==> src/rtl/conv33_pkg.sv <==
// ============================================================================
// conv33_pkg: shared types and constants for the 3x3 same-size convolution
// Widths, kernel geometry, register map and the control groups passed
// between the top level, the window cells and the result queue.
// ============================================================================
package conv33_pkg;

    // geometry
    localparam int MAX_WIDTH   = 1024;
    localparam int KERNEL_ROWS = 3;
    localparam int KERNEL_COLS = 3;
    localparam int ADDR_W      = $clog2(MAX_WIDTH);

    // dimension counters and the frame size registers
    localparam int DIM_W = 11;
    localparam int DP_W  = DIM_W + 1;
    localparam int W_CAP = (MAX_WIDTH < 2 ** DIM_W) ? MAX_WIDTH : 2 ** DIM_W - 1;
    localparam logic [DIM_W-1:0] ROW_LIMIT = '1;

    // data path
    localparam int PIXEL_W = 16;
    localparam int COEF_W  = 16;
    localparam int PROD_W  = PIXEL_W + COEF_W;
    localparam int PSUM_W  = PROD_W + 2;
    localparam int TOTAL_W = PSUM_W + 2;
    localparam int VALUE_W = 35;
    localparam int LINE_W  = 2 * PIXEL_W;

    // configuration port
    localparam int COEF_ROW_W = KERNEL_COLS * COEF_W;
    localparam int CFG_DATA_W = 64;
    localparam int PADDR_W    = 6;
    localparam int REG_IDX_W  = 3;

    // result queue
    localparam int FIFO_DEPTH = 8;
    localparam int FIFO_PTR_W = $clog2(FIFO_DEPTH);
    localparam int FIFO_CNT_W = $clog2(FIFO_DEPTH + 1);

    typedef logic signed [PIXEL_W-1:0] pixel_t;
    typedef pixel_t [KERNEL_ROWS-1:0]  column_t;   // [0] top .. [KERNEL_ROWS-1] bottom
    typedef logic signed [PROD_W-1:0]  prod_t;
    typedef logic signed [PSUM_W-1:0]  psum_t;
    typedef logic signed [VALUE_W-1:0] value_t;
    typedef logic [REG_IDX_W-1:0]      reg_index_t;

    // register map, index = byte address / 8
    localparam reg_index_t REG_FRAME_WIDTH  = reg_index_t'(0);
    localparam reg_index_t REG_FRAME_HEIGHT = reg_index_t'(1);
    localparam reg_index_t REG_COEF_TOP     = reg_index_t'(2);
    localparam reg_index_t REG_COEF_MIDDLE  = reg_index_t'(3);
    localparam reg_index_t REG_COEF_BOTTOM  = reg_index_t'(4);

    localparam logic [DIM_W-1:0]      FRAME_WIDTH_RESET  = DIM_W'(4);
    localparam logic [DIM_W-1:0]      FRAME_HEIGHT_RESET = DIM_W'(4);
    localparam logic [COEF_ROW_W-1:0] COEF_TOP_RESET     = '0;
    localparam logic [COEF_ROW_W-1:0] COEF_MIDDLE_RESET  = COEF_ROW_W'(64'h4000_0000);
    localparam logic [COEF_ROW_W-1:0] COEF_BOTTOM_RESET  = '0;

    // which border taps survive for one output position
    typedef struct packed {
        logic top;
        logic bottom;
        logic left;
        logic right;
    } keep_t;

    // per-cell control for one cycle
    typedef struct packed {
        logic shift_en;
        logic mul_en;
        logic sum_en;
        logic keep_top;
        logic keep_bottom;
        logic keep_col;
    } cell_ctrl_t;

    typedef struct packed {
        logic   last;
        value_t value;
    } result_t;

endpackage

==> src/rtl/conv33_fifo.sv <==
// ============================================================================
// conv33_fifo: result queue
// Small register queue between the pipeline and the output channel.
// ============================================================================
module conv33_fifo (
    input  logic                clk,
    input  logic                rst_n,
    input  logic                push,
    input  conv33_pkg::result_t push_item,
    input  logic                pop,
    output logic                not_empty,
    output conv33_pkg::result_t head
);
    import conv33_pkg::*;

    result_t                 mem_reg [FIFO_DEPTH];
    logic [FIFO_PTR_W-1:0]   wr_ptr_reg;
    logic [FIFO_PTR_W-1:0]   rd_ptr_reg;
    logic [FIFO_CNT_W-1:0]   count_reg;
    logic [FIFO_CNT_W-1:0]   count_next;

    always_comb
    begin
        count_next = count_reg;
        if (push && !pop)
        begin
            count_next = count_reg + FIFO_CNT_W'(1);
        end
        else if (pop && !push)
        begin
            count_next = count_reg - FIFO_CNT_W'(1);
        end
    end

    always_ff @(posedge clk or negedge rst_n)
    begin
        if (!rst_n)
        begin
            wr_ptr_reg <= '0;
            rd_ptr_reg <= '0;
            count_reg  <= '0;
        end
        else
        begin
            if (push)
            begin
                wr_ptr_reg <= wr_ptr_reg + FIFO_PTR_W'(1);
            end
            if (pop)
            begin
                rd_ptr_reg <= rd_ptr_reg + FIFO_PTR_W'(1);
            end
            count_reg <= count_next;
        end
    end

    always_ff @(posedge clk)
    begin
        if (push)
        begin
            mem_reg[wr_ptr_reg] <= push_item;
        end
    end

    assign not_empty = (count_reg != '0);
    assign head      = mem_reg[rd_ptr_reg];

    ap_no_overflow: assert property (@(posedge clk) disable iff (!rst_n)
        push |-> (count_reg < FIFO_CNT_W'(FIFO_DEPTH)) || pop)
        else $error("result queue written while full");

endmodule

==> config.mk <==
export PLATFORM = sky130hd
export DESIGN_NAME = conv33_fifo
export DESIGN_NICKNAME = d
export VERILOG_FILES = /design/src/rtl/conv33_pkg.sv /design/src/rtl/conv33_fifo.sv
export SDC_FILE = /design/constraint.sdc
export NUM_CORES = 1
export LEC_CHECK = 0
export ABC_CLOCK_PERIOD_IN_PS = 6700
export BUFFER_PORTS_ARGS = -buffer_cell sky130_fd_sc_hd__buf_4
export CAP_MARGIN = 0
export CORE_MARGIN = 4
export CORE_UTILIZATION = 65
export CTS_CLUSTER_SIZE = 10
export DETAILED_ROUTE_END_ITERATION = 16
export PLACE_DENSITY = 0.85
export SLEW_MARGIN = 10
export SYNTH_ARGS = -nofsm -noshare
export SYNTH_HDL_FRONTEND = slang
export SYNTH_SLANG_ARGS = --single-unit
==> constraint.sdc <==
create_clock -name clk -period 6.7 [get_ports clk]
set_input_delay 1.005 -clock clk [delete_from_list [all_inputs] [get_ports clk]]
set_output_delay 1.005 -clock clk [all_outputs]
set_load 0.05 [all_outputs]
== Word-level counts from Yosys, hierarchy flattened ==
Memory sizes are Yosys's and may differ from the RTL's.
Cells that the tools add are included.

* Flip-flop bits (word level): 10
* Bits in writable memories: 288
* Output and inout port bits: 37
* Word-level logic and storage cells: 18
* Memories: 1

{| class="wikitable"
|+ Memory list
! memory !! depth !! width !! read ports !! clocked after memory_dff !! wr ports !! line !! RTL
|-
| mem_reg || 8 || 36 || 1 || 0 || 1 || conv33_fifo.sv:16 || <nowiki>result_t mem_reg [FIFO_DEPTH];</nowiki>
|}

* Add/sub/neg operators: 4
* Mux-type cells: 4
* Reduce and logical (&&, ||, !) cells: 6

{| class="wikitable"
|+ Operators by type and width
! kind !! number
|-
| 4-bit 2-to-1 mux || 2
|-
| 3-bit by 1-bit adder with 3-bit output, second input constant || 2
|-
| 4-bit by 1-bit adder with 4-bit output, second input constant || 1
|-
| 4-bit nonzero test || 1
|-
| 4-bit by 1-bit subtractor with 4-bit output, second input constant || 1
|-
| 1-bit logical AND || 2
|-
| 1-bit zero test || 2
|-
| 1-bit 2-to-1 mux || 2
|-
| 2-bit nonzero test || 1
|}

== Depth between registers and ports, before layout ==
* Depth after elaboration: 4
* Mapped depth: 7

== Least setup slack after synthesis ==
Ideal clock, no wire load.

* Kind: input to register
* From: input port push
* To: memory mem_reg[0][0] in the netlist's numbering (enable)
* Library setup time: 0.474 ns
* Arrival: 3.574 ns
* Required time: 6.226 ns
* Path slack: 2.652 ns
* Cell stages on the path: 2
* Path buffers: 0
* Cells stage by stage: nand2b_1 nor3_1

* Word-level cells in the longest chain between the ends: 2

{| class="wikitable"
|+ Ends and longest elaborated chain
! element !! line !! RTL
|-
| start: declaration || conv33_fifo.sv:8 || <nowiki>input logic push,</nowiki>
|-
| 1-bit 2-to-1 mux || conv33_fifo.sv:59 || <nowiki>if (push)</nowiki>
|-
| 1-bit 2-to-1 mux (not written as such) || conv33_fifo.sv:61 || <nowiki>mem_reg[wr_ptr_reg] <= push_item;</nowiki>
|-
| end: declaration || conv33_fifo.sv:16 ||
|}

Every way passes these cells.

==> impl_metrics.yaml <==
outcome:
  run_status: "finished clean"
worst_setup_path:
  critPathLaunchType: "register"
  critPathSlowestCell: "dfrtp_4"
  path_buf_inv: 2
  crit_path_end_kind: "output pin"
  critPathMaxFanout: 45
  required_ns: 5.69
  crit_chain: "buf_4, mux4_1, mux2_2, buf_4"
  critPathTopFamily: "multiplexers"
  crit_top_cell: "buf_4"
  cp_data_arrival_time_ns: 3.24
  crit_path_max_incr_delay_ns: 0.77
  criticalPathCategory: "register to output pin"
logic_synthesis:
  async_flop_share: 0.0336
  synth-seq-area-share: 0.765
  synthesis.nets: 521
  ys.flop_type: "edfxtp_1"
  synth-edff-count: 288
  synth_top_area_share: 0.744
  synthDistinctLibCells: 27
  synth_area_per_cell_um2: 24.5
  synth_area_leaders: "edfxtp_1, mux4_1, mux2_2, mux4_2, dfrtp_1"
  ys_warn_count: 0
  ys_seq_elements: 298
  syn_inst: 475
  syn_area_um2: 11600
  synth_top_area_cell: "edfxtp_1"
place:
  port_buffers: 76
  place.gp.congestion: 0.762
  dp_hpwl_um: 11400
  post_dp_cell_area_um2: 12500
  preCtsSetupSlack_ns: 3.01
  dp.cells: 767
clock_tree:
  ctsResizeCount: 0
  cts.clk_slew.worst_paths_ns: 0.06
  cts_setup_buffers: 0
  hold_buffers: 0
  cts_tree: "built"
  clock_sinks: 298
  clock_latency_ns: 0.51
  h-tree-depth: 2
  cts-root-buf: "clkbuf_16"
  cts_buffers: 35
  clk_path_buf_depth: 3
timing:
  clock_skew_ns: 0.0137
  setup_viol: 0
  max_freq_mhz: 235
  hold_ws_ns: 0.318
  rsz0062_at_grt: "no"
  final_max_slew_viol_count: 0
  tightest_slew_ns: 1.11
  timing.final.crit_period_ns: 4.25
  finalSetupTns_ns: 0
  max-slew-margin-rel: 0.257
  post-route-period-util: 0.634
  fin_ws_ns: 2.45
  hold_violations: 0
grt:
  grt.total_usage: 0.236
  grt_max_degree: 51
  grt_pass1_vias: 5672
  grt_pass1_wl_um: 34300
  antenna_found_initial: 0
  grt_overflow: 0
cells_and_area:
  fillCellCount: 859
  instances_no_fill: 818
  seq_area_um2: 8900
  multi_input_area_um2: 2630
  final_cell_area_um2: 13500
  nets: 625
  largest_reg_flops: 288
  layout-drive-gt1-share: 0.320
  area_growth_pct: 15.8
  diodes: 0
  final_util: 0.773
  mostFrequentLayoutCell: "edfxtp_1"
  mostFrequentLayoutCells: "edfxtp_1, buf_4, mux4_1"
pwr:
  p_sw_mw: 2.24
  comb_power_share: 0.349
  power_frac_seq: 0.396
  p_leak_nw: 4.60
  vdd_drop_max_uv: 534
  clkPwrFrac: 0.254
  p_total_mw: 6.49
  sw_frac_of_total: 0.345
  powerDensity_nw_per_um2: 482
  intPower_mw: 4.25
drt:
  first_pass_iters: 4
  post_drt_wl_per_cell_um: 27.8
  final_antenna_net_count: 0
  drt_iter0_markers: 414
  vias: 5252
  viasPerCell: 6.42
  drcViolationCount: 0
  routed_wl_um: 22700
flow_run:
  max_cap_violations: 0
die:
  coreArea_um2: 17400
  design.die.area_um2: 20100
  io_pins: 77
  initial_utilization: 0.668
  die_h_um: 142
  rows: 48
  chipWidth_um: 142
min_path:
  hold_path_class: "input pin to asynchronous set/reset pin"
-- final timing paths --
check | startpoint | to | slack (ns) | cells past startpoint
max in group asynchronous | rst_n | rd_ptr_reg[1]$_DFFE_PN0P_ | 6.21 | 1
hold reg to reg | count_reg[2]$_DFFE_PN0P_ | count_reg[2]$_DFFE_PN0P_ | 0.54 | 2
min in group clk | count_reg[2]$_DFFE_PN0P_ | count_reg[2]$_DFFE_PN0P_ | 0.54 | 2
hold / removal | rst_n | count_reg[0]$_DFFE_PN0P_ | 0.32 | 1
setup / recovery | rd_ptr_reg[0]$_DFFE_PN0P_ | head[22] | 2.45 | 4
setup reg to reg | rd_ptr_reg[0]$_DFFE_PN0P_ | rd_ptr_reg[1]$_DFFE_PN0P_ | 4.47 | 3
-- Yosys cell counts (2+ instances only) --
cell type / instances
inv_1: 2
mux4_1: 57
xnor2_1: 4
nand3_1: 2
clkbuf_1: 3
nand2b_1: 3
edfxtp_1: 288
mux4_2: 15
nor2_1: 6
ha_1: 5
buf_2: 2
o211ai_1: 2
nand2_1: 6
or4_1: 2
mux2_2: 39
nor3_1: 3
dfrtp_1: 10
a21oi_1: 2
buf_6: 8
buf_1: 8
xor2_1: 2
-- logic make-up after synthesis --
group / synth area share
AND/OR/NAND/NOR: 0.0101
AO/OA/AOI/OAI: 0.00355
flip-flops: 0.765
XOR/XNOR: 0.00452
multiplexers: 0.197
buffers and inverters: 0.0128
adder cells (fa/ha/maj): 0.00710
-- power groups by stage --
stage / Sequential [mW] / Combinational [mW] / Clock (mW)
floorplan: 2.45 / 1.78 / 0
global placement: 2.58 / 2.20 / 0
detailed placement: 2.60 / 2.25 / 0
CTS: 2.58 / 2.30 / 1.68
global route: 2.60 / 2.37 / 1.77
finish: 2.57 / 2.27 / 1.65
-- metal layers --
metal	track usage	part of all wire	wire [µm]	up-vias
li1	-	-	-	2266
met1	0.303	0.39	8780	2761
met2	0.406	0.53	12100	188
met3	0.0465	0.056	1270	37
met4	0.0879	0.025	561	0
met5	0	0	0	-
-- worst reg2reg max path, stage by stage, from the launching register on --
cell	delay, ns
dfrtp_4	0.77
buf_4	0.70
ha_1	0.37
mux2_2	0.27
-- cell type report --
cell class / instances / share of cell area
Sequential cell: 298 / 0.661
Multi-Input combinational cell: 154 / 0.196
Clock buffer: 51 / 0.0727
Timing Repair Buffer: 88 / 0.0491
Tap cell: 225 / 0.0209
Inverter: 2 / 0.000557
No activity file was read; power rests on OpenSTA's default activity.
