$ cat config.mk
export PLATFORM = sky130hd
export DESIGN_NAME = conv33_cell
export DESIGN_NICKNAME = d
export VERILOG_FILES = /design/src/rtl/conv33_pkg.sv /design/src/rtl/conv33_cell.sv
export SDC_FILE = /design/constraint.sdc
export NUM_CORES = 2
export LEC_CHECK = 0
export ABC_AREA = 0
export BUFFER_PORTS_ARGS = -buffer_cell sky130_fd_sc_hd__buf_2
export CORE_MARGIN = 5
export CORE_UTILIZATION = 51
export DETAILED_ROUTE_END_ITERATION = 10
export PLACE_DENSITY = 0.69
export REMOVE_ABC_BUFFERS = 1
export SKIP_LAST_GASP = 1
export SLEW_MARGIN = 20
export SYNTH_ARGS = -nofsm -noshare
export SYNTH_HDL_FRONTEND = slang
export SYNTH_SLANG_ARGS = --single-unit
$ cat constraint.sdc
create_clock -name clk -period 9.27 [get_ports clk]
set_input_delay 0.4635 -clock clk [delete_from_list [all_inputs] [get_ports clk]]
set_output_delay 0.4635 -clock clk [all_outputs]
set_load 0.01 [all_outputs]
$ cat src/rtl/conv33_pkg.sv
// ============================================================================
// conv33_pkg: shared types and constants for the 3x3 same-size convolution
// Widths, kernel geometry, register map and the control groups passed
// between the top level, the window cells and the result queue.
// ============================================================================
package conv33_pkg;

    // geometry
    localparam int MAX_WIDTH   = 1024;
    localparam int KERNEL_ROWS = 3;
    localparam int KERNEL_COLS = 3;
    localparam int ADDR_W      = $clog2(MAX_WIDTH);

    // dimension counters and the frame size registers
    localparam int DIM_W = 11;
    localparam int DP_W  = DIM_W + 1;
    localparam int W_CAP = (MAX_WIDTH < 2 ** DIM_W) ? MAX_WIDTH : 2 ** DIM_W - 1;
    localparam logic [DIM_W-1:0] ROW_LIMIT = '1;

    // data path
    localparam int PIXEL_W = 16;
    localparam int COEF_W  = 16;
    localparam int PROD_W  = PIXEL_W + COEF_W;
    localparam int PSUM_W  = PROD_W + 2;
    localparam int TOTAL_W = PSUM_W + 2;
    localparam int VALUE_W = 35;
    localparam int LINE_W  = 2 * PIXEL_W;

    // configuration port
    localparam int COEF_ROW_W = KERNEL_COLS * COEF_W;
    localparam int CFG_DATA_W = 64;
    localparam int PADDR_W    = 6;
    localparam int REG_IDX_W  = 3;

    // result queue
    localparam int FIFO_DEPTH = 8;
    localparam int FIFO_PTR_W = $clog2(FIFO_DEPTH);
    localparam int FIFO_CNT_W = $clog2(FIFO_DEPTH + 1);

    typedef logic signed [PIXEL_W-1:0] pixel_t;
    typedef pixel_t [KERNEL_ROWS-1:0]  column_t;   // [0] top .. [KERNEL_ROWS-1] bottom
    typedef logic signed [PROD_W-1:0]  prod_t;
    typedef logic signed [PSUM_W-1:0]  psum_t;
    typedef logic signed [VALUE_W-1:0] value_t;
    typedef logic [REG_IDX_W-1:0]      reg_index_t;

    // register map, index = byte address / 8
    localparam reg_index_t REG_FRAME_WIDTH  = reg_index_t'(0);
    localparam reg_index_t REG_FRAME_HEIGHT = reg_index_t'(1);
    localparam reg_index_t REG_COEF_TOP     = reg_index_t'(2);
    localparam reg_index_t REG_COEF_MIDDLE  = reg_index_t'(3);
    localparam reg_index_t REG_COEF_BOTTOM  = reg_index_t'(4);

    localparam logic [DIM_W-1:0]      FRAME_WIDTH_RESET  = DIM_W'(4);
    localparam logic [DIM_W-1:0]      FRAME_HEIGHT_RESET = DIM_W'(4);
    localparam logic [COEF_ROW_W-1:0] COEF_TOP_RESET     = '0;
    localparam logic [COEF_ROW_W-1:0] COEF_MIDDLE_RESET  = COEF_ROW_W'(64'h4000_0000);
    localparam logic [COEF_ROW_W-1:0] COEF_BOTTOM_RESET  = '0;

    // which border taps survive for one output position
    typedef struct packed {
        logic top;
        logic bottom;
        logic left;
        logic right;
    } keep_t;

    // per-cell control for one cycle
    typedef struct packed {
        logic shift_en;
        logic mul_en;
        logic sum_en;
        logic keep_top;
        logic keep_bottom;
        logic keep_col;
    } cell_ctrl_t;

    typedef struct packed {
        logic   last;
        value_t value;
    } result_t;

endpackage

$ cat src/rtl/conv33_cell.sv
// ============================================================================
// conv33_cell: one column of the 3x3 window
// Holds one window column, hands it to the left neighbor on every shift,
// multiplies it by its coefficient column and reduces to a partial sum.
// ============================================================================
module conv33_cell (
    input  logic                   clk,
    input  conv33_pkg::cell_ctrl_t ctrl,
    input  conv33_pkg::column_t    col_in,
    input  conv33_pkg::column_t    coef,
    output conv33_pkg::column_t    col_out,
    output conv33_pkg::psum_t      psum
);
    import conv33_pkg::*;

    column_t                px_reg;
    prod_t                  prod_reg  [KERNEL_ROWS];
    prod_t                  prod_next [KERNEL_ROWS];
    logic [KERNEL_ROWS-1:0] keep_row;
    psum_t                  psum_reg;
    psum_t                  psum_next;

    always_comb
    begin
        for (int r = 0; r < KERNEL_ROWS; r++)
        begin
            keep_row[r] = ctrl.keep_col;
            if (r == 0 && !ctrl.keep_top)
            begin
                keep_row[r] = 1'b0;
            end
            if (r == KERNEL_ROWS - 1 && !ctrl.keep_bottom)
            begin
                keep_row[r] = 1'b0;
            end
            // drop taps that fall outside the frame
            if (keep_row[r])
            begin
                prod_next[r] = $signed(px_reg[r]) * $signed(coef[r]);
            end
            else
            begin
                prod_next[r] = '0;
            end
        end
    end

    always_comb
    begin
        psum_next = '0;
        for (int r = 0; r < KERNEL_ROWS; r++)
        begin
            psum_next = psum_next + PSUM_W'(prod_reg[r]);
        end
    end

    always_ff @(posedge clk)
    begin
        if (ctrl.shift_en)
        begin
            px_reg <= col_in;
        end
        if (ctrl.mul_en)
        begin
            for (int r = 0; r < KERNEL_ROWS; r++)
            begin
                prod_reg[r] <= prod_next[r];
            end
        end
        if (ctrl.sum_en)
        begin
            psum_reg <= psum_next;
        end
    end

    assign col_out = px_reg;
    assign psum    = psum_reg;

endmodule

==> Word-level counts from Yosys, hierarchy flattened <==
Memory sizes are Yosys's and may differ from the RTL's.
Cells that the tools add are included.
W data, S select, Z words.
{ "word_totals": {"register_bits": 82, "latch_bits": 0, "mem_bits_rw": 96, "mem_bits_ro": 0, "elab_cells": 17, "mem_count": 1} }
{ "classes": {"n_addsub": 2, "multipliers": 3, "div": 0, "magnitude_cmp": 0, "n_eq_ne": 0, "shifts": 0, "mux": 7, "n_bitwise": 0, "n_reduce_logical": 0} }
{ "mem_list": {"columns": ["name", "words", "width", "rd", "rd_clocked_by_memory_dff", "wr", "line_no", "text"], "rows": [
  ["prod_reg", 3, 32, 3, 0, 3, "conv33_cell.sv:17", "prod_t prod_reg [KERNEL_ROWS];"]
]} }
{ "ops": {"columns": ["cell", "count"], "rows": [
  ["$mul A16 B16 Y32", 3],
  ["$mux W32", 3],
  ["$add A33 B32 Y34", 1],
  ["$add A32 B32 Y33", 1],
  ["$mux W1", 4]
]} }

==> Logic depth before layout (Yosys ltp) <==
{ "depth": {"ltp_word": 2, "ltp_mapped": 24} }

==> Worst setup path before layout <==
OpenSTA, ideal clock, no wires.
{ "synth_timing": {"kind": "register -> register", "start": "register px_reg, in the netlist col_out[31]", "end": "memory prod_reg[0][63] in the netlist's numbering, data pin", "arrival_time_ps": 6001, "t_required_ps": 9015, "setup_slack_ps": 3015, "path_stages_with_launch": 21, "n_path_buf": 2, "period_less_slack_ps": 6255, "cell_sequence": "edfxtp_1 > clkbuf_1 > nand2_1 > inv_1 > fa_1 > fa_1 > fa_1 > fa_1 > fa_1 > inv_1 > fa_1 > inv_1 > ha_1 > and2_1 > clkbuf_1 > a221o_1 > a41o_1 > a311oi_2 > a31oi_1 > xnor2_1 > and2_1"} }
{ "synth_rtl": {"columns": ["item", "line_no", "text"], "rows": [
  ["start: declaration", "conv33_cell.sv:16", "column_t px_reg;"],
  ["start signal: assignment", "conv33_cell.sv:61", "px_reg <= col_in;"],
  ["end: declaration", "conv33_cell.sv:17", null]
]} }

==> summary.md <==
| Metric | Value |
|---|---|
| Finished Core Util | 54.6% |
| Most common cell after layout, fill and taps aside | inv_1 |
| Worst-path clk slew | 0.10 ns |
| Avg Cell Area, Syn | 9.94 um2 |
| R2R Setup Slk | between 2 and 2.5 ns |
| Post-synthesis mux area share | 0.0536% |
| Die Y | 281 um |
| Final instance area | 0.0398 mm2 |
| CTS HTree Levels | 4 |
| Reg area | 0.00535 mm2 |
| Post-Synth Adder-Cell Area | 53.2% |
| CTS resizes | 0 |
| Post-route setup TNS | 0 ns |
| Max cap viols | 0 |
| Grt total ovfl | 0 |
| Largest family of logic cells by synthesized area | adder cells |
| DR pass1 iterations | 7 |
| Num Clock Sinks | 178 |
| Post-CTS Setup Bufs | 0 |
| GRT Util Overall | 22.2% |
| Final Cycle Share | 73.1% |
| Critical Path End | prod_reg[0][30] |
| Cell row count | 99 |
| Final ANT Viol Nets | 0 |
| Synthesized flop and latch total | ~180 |
| Pins Over Slew Limit | 0 |
| Clk buf depth | 2 |
| Cts hold-fix bufs | 0 |
| Routability cong. | 0.865 |
| Final net count | between 5000 and 6000 |
| Largest net degree at the start of global routing | 51 |
| Multi-input logic area | 0.0283 mm2 |
| Register area share after synthesis | ~14% |
| Slew HR | about a third |
| Hold path start | col_in[46] |
| Outcome | finished, final reports clean |
| CTS buffer count | 17 |
| RSZ-0062 raised after global routing | false |
| Reg2reg start | col_out[15] |
| EDFF count, synth | 178 |
| Clk_lat worst skew | 0.49 ns |
| I/O pin count | 185 |
| Arrival @ worst endpoint | 6.96 ns |
| Die ar. | 0.0787 mm2 |
| Crit path required time | 9.46 ns |
| Initial antenna violation count | 3 |
| Most frequent cells in the layout | 886 x inv_1, 819 x fa_1, 414 x nand2_1, 383 x and2_1, 278 x ha_1 |
| Buffers on Ports | ~180 |
| Filler cells | 6494 |
| Yosys cell types | 64 |
| DRC Markers | 0 |
| Post-Synth Simple-Gate Area | 13.9% |
| Hold crit path type | primary input to register |
| Core Area | ~0.073 mm2 |
| Final WL | approximately 84000 um |
| DR WL/cell | about 17 um |
| Vias in the first global route | approximately 27000 |
| Final hold violations | 0 |
| First-pass GRT wire length | 140000 um |
| Met2 GRT Util | 37.0% |
| Main synth FF type | edfxtp_1 |
| Ys Warns | 0 |
| CP startpoint kind | register |
| Vias per Instance | 5.24 |
| Detail Placement HPWL | between 60000 and 70000 um |
| Synth Area in Compound Gates | 5.81% |
| Area growth, synth to finish | 6.46% |
| Max reg flops | 96 |
| Final setup viols | 0 |
| Worst Path Max Fanout | 17 |
| Met3 GRT Util | 3.00% |
| Layout cells sized above 1 | 6.43% |
| Clock Root Buffer | clkbuf_16 |
| Cell Area, Synth | 0.0373 mm2 |
| Skew final | 0.0247 ns |
| XOR/XNOR Fraction of Synth Area | ~2.7% |
| CP Launch Point | col_out[15] |
| Critical Setup Path Class | register to register |
| Ys async rst share | 0% |
| Met1 usage | 31.6% |
| Setup crit end kind | register |
| Worst R2R End | prod_reg[0][30] |
| Vias | 25300 |
| Initial Util | 51.3% |
| Post-Synthesis Cells | 3758 |
| CTS tree | done |
| Initial DRC Count | 1603 |
| Max Clk Rate | around 0.15 GHz |
| Least-Margin Pin Slew | 0.978 ns |
| Reg2reg path depth | 21 |
| Busiest grt layer | met2 |
| Die width | 281 um |
| Minimum clock period | 6.77 ns |
| Cell Area, Placed | 0.0391 mm2 |
through the flow:
step	setup slack, ns	hold WS (ns)	instances
after floorplan	3.11	0.562	3651
after global placement	2.73	0.640	4800
after detailed placement	2.58	0.642	4800
after CTS	2.50	0.0968	4832
after global routing	1.99	0.111	4832
final	2.50	0.139	4833
layout make-up:
cell class              instances  area share (%)
flip-flops and latches        178            13.4
clock buffers                  17            1.07
well taps                     959            3.02
clock inverters                15           0.548
multi-input cells            2586            71.1
diodes                          1         0.00630
inverters                     887            8.38
repair buffers                190            2.44
per-layer routing:
layer,vias up,wire (um)
li1,11500,-
met4,0,1480
met1,13000,36600
met2,696,41000
met5,-,0
met3,106,4730
synth_stat cells (2+ instances only):
master	n	area, um2
a221oi_1	2	17.5
o21ai_1	6	30.0
xor2_1	34	298
nand2_1	414	1550
and3_1	27	169
and2_1	383	2400
nand3b_1	3	22.5
a21o_1	55	413
edfxtp_1	178	5350
o31ai_1	5	37.5
clkbuf_1	107	402
nor3_1	23	115
a31oi_1	15	93.8
o21ai_0	55	275
mux2i_1	2	20.0
o2111ai_1	3	26.3
a21boi_1	2	15.0
a21oi_1	93	465
or2_2	4	25.0
o21bai_1	12	90.1
nor2b_1	9	56.3
a41oi_1	2	17.5
xnor2_1	82	718
o311a_1	2	20.0
nand2b_1	32	200
o211ai_2	2	25.0
nand3_1	16	80.1
a41o_1	2	20.0
fa_1	819	16400
o211ai_1	7	52.6
ha_1	278	3480
a31o_2	2	17.5
a211oi_2	3	37.5
inv_1	886	3330
o21a_1	19	143
a41oi_2	2	32.5
or3_1	3	18.8
o221ai_2	3	45.0
nand4_1	8	50.1
a211oi_1	13	97.6
nor2_1	120	450
a31oi_2	3	37.5
critical path, cell delays in order (launching register included):
cell and delay, ns:
edfxtp_1 0.62, and2_1 0.28, fa_1 0.71, inv_1 0.11
fa_1 0.52, fa_1 0.43, fa_1 0.51, inv_1 0.06
fa_1 0.54, inv_1 0.05, fa_1 0.47, inv_1 0.04
ha_1 0.33, and3_1 0.23, and2_1 0.16, a221oi_1 0.35
o22ai_1 0.16, a31oi_2 0.27, a21oi_1 0.15, a31oi_1 0.24
xor2_1 0.17, nor2_1 0.06
logic make-up (layout without fill, tap and decap cells):
group | after synthesis | in the layout
AO/OA/AOI/OAI | 323 | 323
XOR/XNOR | 116 | 116
adder cells (fa/ha/maj) | 1097 | 1097
buffers and inverters | 994 | 1109
flip-flops | 178 | 178
multiplexers | 2 | 2
other | 0 | 1
AND/OR/NAND/NOR | 1048 | 1048
worst min-delay path by stage:
| stage | depth (start not counted) | slack, ns | to |
|---|---|---|---|
| final | 1 | 0.14 | col_out[46] |
| after global placement | 1 | 0.64 | col_out[16] |
| after CTS | 1 | 0.1 | col_out[46] |
| after floorplan | 0 | 0.56 | col_out[0] |
| after global routing | 1 | 0.11 | col_out[12] |
| after detailed placement | 1 | 0.64 | col_out[7] |
Power is left out: the tool's default activity adds up to more than one toggle a clock period on the data nets, which glitch-free logic cannot reach.
